`config.mk`:
```
export PLATFORM = sky130hd
export DESIGN_NAME = cbfc_div
export DESIGN_NICKNAME = d
export VERILOG_FILES = /design/src/rtl/cbfc_div.sv
export SDC_FILE = /design/constraint.sdc
export NUM_CORES = 2
export LEC_CHECK = 0
export BUFFER_PORTS_ARGS = -buffer_cell sky130_fd_sc_hd__buf_2
export CAP_MARGIN = 25
export CORE_ASPECT_RATIO = 0.5
export CORE_UTILIZATION = 45
export DETAILED_ROUTE_END_ITERATION = 10
export MAX_ROUTING_LAYER = met4
export PLACE_DENSITY_LB_ADDON = 0.2
export SYNTH_ARGS = -nofsm -noshare
export SYNTH_HDL_FRONTEND = slang
export SYNTH_SLANG_ARGS = --single-unit
```
`constraint.sdc`:
```
create_clock -name clk_i -period 6.9 [get_ports clk_i]
set_input_delay 1.725 -clock clk_i [delete_from_list [all_inputs] [get_ports clk_i]]
set_output_delay 1.725 -clock clk_i [all_outputs]
set_load 0.02 [all_outputs]
```
`src/rtl/cbfc_div.sv`:
```
module cbfc_div #(
  parameter int unsigned QW = 32,
  parameter int unsigned DW = 32,
  parameter int unsigned TW = 1
) (
  input  logic              clk_i,
  input  logic              rst_ni,
  input  logic              valid_i,
  input  logic [QW+DW-1:0]  dividend_i,
  input  logic [DW-1:0]     divisor_i,
  input  logic [TW-1:0]     tag_i,
  output logic              valid_o,
  output logic [QW-1:0]     quot_o,
  output logic [TW-1:0]     tag_o
);

  // restoring division, one quotient bit per stage; needs dividend >> QW < divisor
  logic [DW-1:0] rem_q [QW];
  logic [QW-1:0] lo_q  [QW];
  logic [DW-1:0] dv_q  [QW];
  logic [TW-1:0] tag_q [QW];
  logic [QW-1:0] vld_q;

  for (genvar s = 0; s < QW; s++) begin : g_step
    logic [DW-1:0] rem_in, dv_in;
    logic [QW-1:0] lo_in;
    logic [TW-1:0] tag_in;
    logic          vld_in, ge;
    logic [DW:0]   t;

    if (s == 0) begin : g_first
      assign rem_in = dividend_i[QW+DW-1:QW];
      assign lo_in  = dividend_i[QW-1:0];
      assign dv_in  = divisor_i;
      assign tag_in = tag_i;
      assign vld_in = valid_i;
    end else begin : g_next
      assign rem_in = rem_q[s-1];
      assign lo_in  = lo_q[s-1];
      assign dv_in  = dv_q[s-1];
      assign tag_in = tag_q[s-1];
      assign vld_in = vld_q[s-1];
    end

    assign t  = {rem_in, lo_in[QW-1]};
    assign ge = t >= {1'b0, dv_in};

    always_ff @(posedge clk_i or negedge rst_ni) begin
      if (!rst_ni) begin
        vld_q[s] <= 1'b0;
      end else begin
        vld_q[s] <= vld_in;
      end
    end

    always_ff @(posedge clk_i) begin
      rem_q[s] <= ge ? DW'(t - {1'b0, dv_in}) : t[DW-1:0];
      lo_q[s]  <= {lo_in[QW-2:0], ge};
      dv_q[s]  <= dv_in;
      tag_q[s] <= tag_in;
    end
  end

  assign valid_o = vld_q[QW-1];
  assign quot_o  = lo_q[QW-1];
  assign tag_o   = tag_q[QW-1];

endmodule

```
# Word-level counts from Yosys, hierarchy flattened
# Memory sizes are Yosys's and may differ from the RTL's.
# Index checks and enable logic that the tools add are counted.
[op_classes] add_sub_neg=32 mux=32 n_lt_le_gt_ge=32
[ops] op="$ge 33x32->1" n=32
[ops] op="$mux 32" n=32
[ops] op="$sub 32x32->32" n=32
[totals] regBits=32 ram_bits=3104 output_inout_bits=34 input_bits=100 mem_count=4 wordCells=132
[memory_table] name="dv_q" depth=32 width=32 read_ports=31 rd_ports_with_merged_regs=0 wr=32 line_no="20" source="logic [DW-1:0] dv_q [QW];"
[memory_table] name="lo_q" depth=32 width=32 read_ports=32 rd_ports_with_merged_regs=0 wr=32 line_no="19" source="logic [QW-1:0] lo_q [QW];"
[memory_table] name="rem_q" depth=32 width=32 read_ports=31 rd_ports_with_merged_regs=0 wr=32 line_no="18" source="logic [DW-1:0] rem_q [QW];"
[memory_table] name="tag_q" depth=32 width=1 read_ports=32 rd_ports_with_merged_regs=0 wr=32 line_no="21" source="logic [TW-1:0] tag_q [QW];"

# Depth between registers and ports, before layout
[depth] ltp_word=2 mapped_depth=16 ltp_nobuf=14

# Least setup slack after synthesis
# No wires, ideal clock.
[synth_timing] kind="in2reg" startpoint="in dividend_i[31]" endpoint="mem rem_q[0][30]" arrival_time_ns=4.309 path_slack_ns=2.470 required_time_ns=6.779 stages=14 path_cell_list="inv_1 ha_1 fa_1 nor2b_1 o21ai_0 a21oi_1 o211ai_1 a41oi_1 a21oi_1 a31oi_1 a41oi_1 o21ai_0 xor2_1 mux2_2"
[synth_rtl] item="from (decl)" line_no="9" source="input logic [QW+DW-1:0] dividend_i,"
[synth_rtl] item="to (decl)" line_no="18"

==> flow_summary.ini <==
[placement]
place_congestion = 0.9782
hpwl_mm = 216.8
placed_cells = 16490
numPortBuffers = 133

[final_layout]
area_growth_pct = 11.45
final_cell_count_no_fill = 17010
finalNetCount = 14180
mostFrequentLayoutCell = dfxtp_1
fillCellCount = 25400
register_area_mm2 = 0.06166
multiInputGateArea_mm2 = 0.05912
drive_gt1_share_pct = 8.972
layout_common_cells = 3,040 x dfxtp_1, 1,282 x inv_1, 1,024 x ha_1

[clock_tree]
postCtsSetupRepairBufs = 0
cts-resized-gates = 0
cts_tree = done
cts_htree_levels = 5
cts_root_buffer = clkbuf_16
numCtsBuffers = 288
clk_latency_ns = 0.86
ctsHoldBuffers = 0
cts.clk_slew.worst_paths_ns = 0.07
cts_max_path_buffers = 4
clock-sinks = 3072

[synth]
yosysSeqAreaShare_pct = 48.68
synth_xor_area_share_pct = 5.870
syn_area_mm2 = 0.1267
synth_seq_cells = 3072
syn_avg_cell_area_um2 = 9.862
synth_compound_area_share_pct = 16.08
yosysWarnings = 0
synth_fp_nets = 14000
yosys_most_used_dff = dfxtp_1
synth_async_sr_flop_share_pct = 1.042
synth_fa_ha_area_share_pct = 10.60
synth_edf_count = 0
synth_top_family_by_area = compound AO/OA/AOI/OAI gates
synth-simple-area-share_pct = 9.481
netlist_instances = 12850
synthDistinctLibCells = 101
synthMuxAreaShare_pct = 4.499

[status]
status = finished, final reports clean

[setup_path]
path_class = reg -> reg
arrival_ns = 5.23
r2r_cells = 12
timing.rr.end = rem_q[0][355]
r2r_setup_slack_ns = 2.43
start_kind = register
crit_path_end_kind = register
required_ns = 7.65
crit_end = rem_q[0][355]
rr_startpoint = dv_q[2][65]
crit_start = dv_q[2][65]
crit_fanout = 48

[floorplanning]
pin_count = 134
initial_core_util_pct = 45.34
fp.dieW_um = 752.3
dieHeight_um = 377.2
rows = 137
dieArea_mm2 = 0.2838
core_region_area_mm2 = 0.2794

[power_and_ir_drop]
powerDensity_mw_per_mm2 = 548.8
ir_worst_vdd_mv = 0.2232
power.leakage_uw = 0.06519

[drt]
ant_nets = 0
via_per_inst = 5.099
wl_mm = 280.0
drt_first_pass_iters = 6
wire_per_inst_um = 16.46
drc = 0
vias = 86730
drtIter0Drc = 4649

[sta]
relSlewSlack_pct = 28.42
final_max_slew_viol_count = 0
max_freq_ghz = 0.2235
rsz0062_at_grt = false
setup_viol = 0
hold_viol_final = 0
timing.setup.tns_ns = 0
fin_crit_ns = 4.474
fin_skew_ns = 0.03518
fin_crit_sh_pct = 64.85
worst_slew_pin_slew_ns = 1.066

[grt]
antenna_found_initial = 6
grt_pass1_wl_mm = 446.9
globalRouteOverflowTotal = 0
grt_pass1_vias = 88590
track_usage_pct = 19.80
grt_max_degree = 67

[min_path]
hp-start = lo_q[3][7]
min_path_type = reg -> reg

[run]
drv_cap = 0
==> flip-flops by register name (all words and copies together) (netlist names) <==
name and count:
dv_q 992, g_step.vld_in 31, rem_q 992, tag_q 32
lo_q 1024, valid_o 1
==> power by group <==
group	internal, uW	switching [uW]
combinational	15800	19800
clock	9530	6850
sequential	23100	2350
total	48500	29000
==> critical path, stage by stage, from the launching register on <==
cell	delay, ns
dfxtp_1	0.39
inv_1	0.06
ha_1	0.28
nor2b_1	0.13
o21a_1	0.19
o211ai_1	0.34
a21oi_1	0.20
o311a_1	0.44
o31ai_1	0.71
o311ai_0	0.23
a21oi_1	0.28
o21a_2	0.68
mux2_2	0.41
==> layer usage <==
metal,vias up,track usage (%),share of wire (%)
met2,1538,38.13,52
met5,-,-,0
met3,830,2.542,2.9
met1,39710,19.07,39
met4,0,11.26,6.3
li1,44650,-,-
==> Yosys cell counts, types with 26 or more instances <==
cell	count	area [um^2]
or2_2	26	162.7
a21o_1	557	4182
o21ai_0	807	4039
and2_1	35	219.0
o21a_1	119	893.4
fa_1	31	620.6
a211oi_1	70	525.5
xor2_1	353	3092
nand2b_1	139	869.6
inv_1	1282	4812
mux2i_1	44	440.4
o211ai_1	53	397.9
nor3_1	131	655.6
or3_1	34	212.7
dfxtp_1	3040	60860
o21bai_1	131	983.4
a21boi_0	32	240.2
nand3_1	186	930.9
nor4_1	36	225.2
a31oi_1	107	669.4
a41oi_1	28	245.2
buf_2	51	255.2
mux2_2	427	4808
clkbuf_1	210	788.3
nand2_1	884	3318
dfrtp_1	32	800.8
nor2_1	572	2147
a21oi_1	983	4920
ha_1	1024	12810
and3_1	94	588.1
nor2b_1	139	869.6
xnor2_1	496	4344
nand4_1	168	1051
o31ai_1	65	488.0
==> area by class of cell <==
cell class | count | share of cell area (%)
flip-flops and latches | 3072 | 43.68
multi-input cells | 8199 | 41.88
clock buffers | 408 | 6.019
inverters | 1283 | 3.411
well taps | 3753 | 3.326
clock inverters | 95 | 0.9005
repair buffers | 184 | 0.7640
diodes | 15 | 0.02659
==> how the worst min path moves through the flow <==
stage / end / cells after the start
floorplan: lo_q[0][100] / 0
global route: lo_q[3][40] / 0
finish: lo_q[3][40] / 0
detailed placement: lo_q[0][108] / 0
CTS: lo_q[3][40] / 0
global placement: lo_q[7][89] / 0
==> logic make-up (layout without fill, tap and decap cells) <==
kind of cell,count (synthesis),count (layout)
DFF,3072,3072
muxes,505,505
buffers and inverters,1574,1970
other,0,15
and+or+nand+nor,2534,2534
AOI/OAI and AO/OA,3256,3256
adders and majority gates,1055,1055
xor gates and xnor gates,849,849
==> metrics by stage <==
stage	area [um^2]	hold slack (ns)	worst slack, ns	util, %	total power, uW
final	141200	0.3011	2.426	50.53	77470
after global routing	141200	0.3012	2.088	50.52	83360
after CTS	141100	0.3019	2.351	50.50	78130
after detailed placement	131300	0.3121	1.535	47.00	61260
after global placement	131300	0.3096	1.423	47.00	60920
after floorplan	126700	0.3096	2.470	-	53030
(Power assumes the default switching activity.)
