### src/rtl/cbfc_sqrt.sv
module cbfc_sqrt #(
  parameter int unsigned N  = 32,
  parameter int unsigned TW = 1
) (
  input  logic            clk_i,
  input  logic            rst_ni,
  input  logic            valid_i,
  input  logic [2*N-1:0]  x_i,
  input  logic [TW-1:0]   tag_i,
  output logic            valid_o,
  output logic [N-1:0]    root_o,
  output logic [TW-1:0]   tag_o
);

  localparam int unsigned RW = N + 3;

  logic [RW-1:0]  rem_q  [N];
  logic [N-1:0]   root_q [N];
  logic [2*N-1:0] xs_q   [N];
  logic [TW-1:0]  tag_q  [N];
  logic [N-1:0]   vld_q;

  for (genvar s = 0; s < N; s++) begin : g_step
    logic [RW-1:0]  rem_in, t, trial;
    logic [N-1:0]   root_in;
    logic [2*N-1:0] xs_in;
    logic [TW-1:0]  tag_in;
    logic           vld_in, ge;

    if (s == 0) begin : g_first
      assign rem_in  = '0;
      assign root_in = '0;
      assign xs_in   = x_i;
      assign tag_in  = tag_i;
      assign vld_in  = valid_i;
    end else begin : g_next
      assign rem_in  = rem_q[s-1];
      assign root_in = root_q[s-1];
      assign xs_in   = xs_q[s-1];
      assign tag_in  = tag_q[s-1];
      assign vld_in  = vld_q[s-1];
    end

    // remainder stays below 2*root + 1, so the top two bits are free
    assign t     = {rem_in[RW-3:0], xs_in[2*N-1:2*N-2]};
    assign trial = {1'b0, root_in, 2'b01};
    assign ge    = t >= trial;

    always_ff @(posedge clk_i or negedge rst_ni) begin
      if (!rst_ni) begin
        vld_q[s] <= 1'b0;
      end else begin
        vld_q[s] <= vld_in;
      end
    end

    always_ff @(posedge clk_i) begin
      rem_q[s]  <= ge ? (t - trial) : t;
      root_q[s] <= {root_in[N-2:0], ge};
      xs_q[s]   <= {xs_in[2*N-3:0], 2'b00};
      tag_q[s]  <= tag_in;
    end
  end

  assign valid_o = vld_q[N-1];
  assign root_o  = root_q[N-1];
  assign tag_o   = tag_q[N-1];

endmodule

### config.mk
export PLATFORM = sky130hd
export DESIGN_NAME = cbfc_sqrt
export DESIGN_NICKNAME = d
export VERILOG_FILES = /design/src/rtl/cbfc_sqrt.sv
export SDC_FILE = /design/constraint.sdc
export NUM_CORES = 2
export LEC_CHECK = 0
export BUFFER_PORTS_ARGS = -buffer_cell sky130_fd_sc_hd__buf_2
export CORE_ASPECT_RATIO = 1.4
export CORE_MARGIN = 1
export CORE_UTILIZATION = 45
export CTS_BUF_LIST = sky130_fd_sc_hd__clkbuf_4 sky130_fd_sc_hd__clkbuf_8 sky130_fd_sc_hd__clkbuf_16
export DETAILED_ROUTE_END_ITERATION = 12
export GPL_ROUTABILITY_DRIVEN = 0
export SYNTH_ARGS = -nofsm -noshare
export SYNTH_HDL_FRONTEND = slang
export SYNTH_MEMORY_MAX_BITS = 65536
export SYNTH_SLANG_ARGS = --single-unit
### constraint.sdc
create_clock -name clk_i -period 8.6 [get_ports clk_i]
set_clock_uncertainty 0.2 [all_clocks]
set_input_delay 0.43 -clock clk_i [delete_from_list [all_inputs] [get_ports clk_i]]
set_output_delay 0.43 -clock clk_i [all_outputs]
set_load 0.02 [all_outputs]
# Word-level counts from Yosys, hierarchy flattened
# Memory sizes are Yosys's and may differ from the RTL's.
# Cells that the tools add are included.
[classes]
n_addsub = 32
n_lt_le_gt_ge = 32
n_mux = 32
[ops]
columns = ["op", "n"]
rows = [
  ["35-bit two-way mux", 32],
  ["35-bit by 34-bit greater-or-equal comparator with 1-bit output", 31],
  ["35-bit by 34-bit subtractor with 35-bit output", 31],
  ["2-bit by 1-bit subtractor with 3-bit output (second input constant)", 1],
  ["2-bit by 1-bit greater-or-equal comparator with 1-bit output (second input constant)", 1],
]
[word_totals]
register_bits = 32
mem_bits_rw = 4160
inputBits = 68
out_inout_bits = 34
elab_cells = 132
n_memories = 4
[mem_list]
columns = ["memory", "depth", "word_bits", "read_ports", "rd_clocked_by_memory_dff", "write_ports", "line_no", "source"]
rows = [
  ["xs_q", 32, 62, 31, 0, 32, "19", "logic [2*N-1:0] xs_q [N];"],
  ["rem_q", 32, 35, 31, 0, 32, "17", "logic [RW-1:0] rem_q [N];"],
  ["root_q", 32, 32, 32, 0, 32, "18", "logic [N-1:0] root_q [N];"],
  ["tag_q", 32, 1, 32, 0, 32, "20", "logic [TW-1:0] tag_q [N];"],
]

# Longest topological paths before layout
# An unclocked memory read counts as a cell.
[depth]
depth_word = 3
ltp_mapped = 15

# Worst setup path before layout
# Ideal clock, no wire load.
[synth_path]
path_kind = "flip-flop to flip-flop"
from = "mem root_q[28][1], in the netlist root_q[7][1]"
to = "mem rem_q[1][476] (netlist name)"
setup_ns = 0.121
arrival_time_ns = 3.149
t_required_ns = 8.279
path_slack_ns = 5.131
path_stages_with_launch = 14
period_less_slack_ns = 3.469
cell_sequence = "dfxtp_1 inv_1 ha_1 or3_1 o22ai_1 o21a_1 o31ai_1 a2111oi_0 o41ai_1 a221oi_1 and2_1 buf_2 buf_2 mux2_2"
[synth_lines]
columns = ["element", "line_no"]
rows = [
  ["start: declaration", "18"],
  ["end: declaration", "17"],
]

==> flow_summary.toml <==
[logic_synthesis]
synth-edff-count = 0
syn_nets = 9661
synth_seq_cells = 2558
synth_cells = 9032
mean_instance_size_in_the_synthesized_netlist_um2 = 10.22
synth_top_cell_by_area = "dfxtp_1"
synth-async-reset-ratio = 0.01251
seq_area_frac_synth = 0.5565
synth.cells.most_frequent = "dfxtp_1 (2,526), inv_1 (718), nand2_1 (653), ha_1 (561), nor2_1 (537)"
synth.top_cell.area_share = 0.5478
yosysUniqueCellTypes = 102
synth_area_um2 = 92310
most_frequent_cell_after_synthesis = "dfxtp_1"
synth_ff_type = "dfxtp_1"
yosysWarnings = 0
post_synth_main_area_contributors = "dfxtp_1 (55%), ha_1 (7.6%), xor2_1 (3.9%)"

[grt]
grt_pass1_wl_mm = 313.9
globalRouteTotalUtil = 0.1872
first_global_vias = 62910
grt_remaining_overflow = 0
grt_start_max_net_pins = 62
antenna_violations_before_repair = 5

[route]
drt.antenna.violating_nets = 0
detailedRoute.firstPassIterationCount = 5
route.detailed.vias_per_inst = 5.118
drt_drc_violations_left = 0
wl_mm = 195.9
dr.first_iter.drc_count = 2726
wl_per_cell_um = 16.03
routed-via-count = 62570

[cts]
cts.root.buffer_cell = "clkbuf_16"
clk_latency_ps = 870
cts_setup_buffers = 0
post_cts_resize_count = 0
buffer_depth_of_the_longest_clock_path = 4
tritoncts = "yes"
clock_sink_count = 2558
clk_pin_slew_ps = 60
cts_inserted_buffers = 239
cts_hold_repair.buffers = 130
cts-htree-levels = 4

[worst_setup_path]
critical-path-max-stage-delay_ps = 960
timing.reg2reg.setup_slack_ps = 3790
worstPathBufferInverterCount = 2
critical_path_class = "flip-flop to flip-flop"
cp_top_family = "simple AND/OR/NAND/NOR gates"
worst-endpoint-arrival_ps = 5330
worst-path-max-fanout = 31
worstPathRequired_ps = 9120
worstPathCellList = "inv_1 > ha_1 > a21o_1 > a21oi_1 > nand3_1 > o31a_1 > a41oi_1 > a2111oi_0 > nor3_1 > and2_1 > inv_1 > nor2_1 > a21oi_1"
cp_slowest_cell = "and2_1"
setup.worst_path.end_class = "flip-flop"
worstSetupStartpointType = "flip-flop"

[timing]
setup_violations = 0
min_tclk_post_route_ps = 4807
number_of_hold_slack_violations_in_the_final_timing_report = 0
number_of_pins_with_negative_max_slew_slack_in_the_final_report = 0
timing.max_slew.rel_slack = 0.1959
tightestPinTransition_ps = 1206
timing.fmax_mhz = 208.0
hold-worst-slack_ps = 61.89
totalNegativeSetupSlack_ps = 0
rsz0062_at_grt = "no"
fin_crit_sh = 0.5590

[power_and_ir_drop]
net-switching-power_uw = 8650
intPower_uw = 22780
swShare = 0.2752
p_seq_frac = 0.485
power.ir.vdd_worst_v = 0.0002132
cellPowerDensity_nw_per_um2 = 297.6
clock_power_share = 0.357
p_leak_uw = 0.04927
p_comb_frac = 0.158

[die]
pin_count = 102
initial_core_util = 0.4530
row_count = 196
chipHeight_um = 537.9
die_width_um = 384.8
die_area_um2 = 207000
core_um2 = 203800

[cells_and_area]
final_layout_size_suffix_gt1_frac = 0.07373
synthToLayoutAreaGrowth_pct = 14.42
fin_area_um2 = 105600
final_nets = 9981

[status]
status = "completed"

[placed_design]
detailedPlacementHpwl_mm = 149.9
port-buffer-count = 101
dpl_cell_area_um2 = 95690

[flow_run]
reported_max_cap_violation_count = 0

[worst_hold_path]
hold_path.class = "input port to flip-flop"
==> cells by family after synthesis <==
logic type / synth area share
compound gates: 0.1217
buf+inv: 0.03703
xor+xnor: 0.07409
flops: 0.5565
fa+ha+maj: 0.07604
simple gates: 0.1267
other cells: 0.00004063
mux: 0.007902
==> power by group through the flow <==
stage | Clock (µW) | Sequential [µW] | Combinational (µW)
global route | 12100 | 15500 | 5570
finish | 11200 | 15200 | 4960
global placement | 0 | 15500 | 4790
detailed placement | 0 | 15500 | 4910
CTS | 11600 | 15300 | 4980
floorplan | 0 | 14900 | 3870
==> per-layer routing <==
layer	GRT usage	vias up	share of wire
met5	0	-	0
li1	-	31480	-
met3	0.02482	599	0.034
met4	0.1122	0	0.062
met1	0.1861	29180	0.37
met2	0.3642	1303	0.53
==> area by class of cell <==
type	instances	area (µm²)
clock inverters	122	1748
inverters	720	2703
diodes	3	7.507
multi-input cells	5581	37610
flip-flops and latches	2558	51370
fillers	18150	98170
well taps	2673	3344
repair buffers	252	1974
clock buffers	315	6867
==> cells in the final DEF, fill, tap and decap left out, drive strengths merged, types with 43 or more instances in the layout <==
master,count
a211oi,43
a21o,217
buf,123
xnor2,371
ha,561
xor2,409
a21oi,525
dfxtp,2526
a31oi,50
nand4,87
o21bai,46
o21ai,512
o31ai,74
or4,64
clkbuf,315
mux2,55
nand2b,108
nor4,112
nor2,537
and3,55
inv,730
dlygate4sd3,129
nand3,160
nor3,224
clkinv,56
o21a,110
nor2b,88
nand2,654
or3,108
==> path summary, 6_finish.rpt <==
kind                            cells past startpoint                     endpoint            startpoint
worst max-delay path                               13        rem_q[1][340]$_DFF_P_  root_q[6][6]$_DFF_P_
worst min-delay path                                2          xs_q[0][37]$_DFF_P_               x_i[37]
worst max register to register                     13        rem_q[1][340]$_DFF_P_  root_q[6][6]$_DFF_P_
worst min register to register                      0         xs_q[4][231]$_DFF_P_  xs_q[4][167]$_DFF_P_
max in group asynchronous                           4  g_step[18].vld_in$_DFF_PN0_                rst_ni
min in group asynchronous                           4  g_step[29].vld_in$_DFF_PN0_                rst_ni
==> through the flow <==
stage               worst slack [ps]  std cells  total power (µW)  utilization
floorplan                       5131       9032             18790            -
global placement                3920      11650             20300       0.4695
detailed placement              3884      11650             20430       0.4695
CTS                             3842      12220             31830       0.5182
global route                    3469      12220             33100       0.5182
finish                          3793      12220             31440       0.5183
==> sequential cells by signal, indices dropped and copies added (netlist names) <==
register       count
tag_q             32
valid_o            1
rem_q            974
xs_q             992
g_step.vld_in     31
root_q           528
No activity file was read; power rests on OpenSTA's default activity.
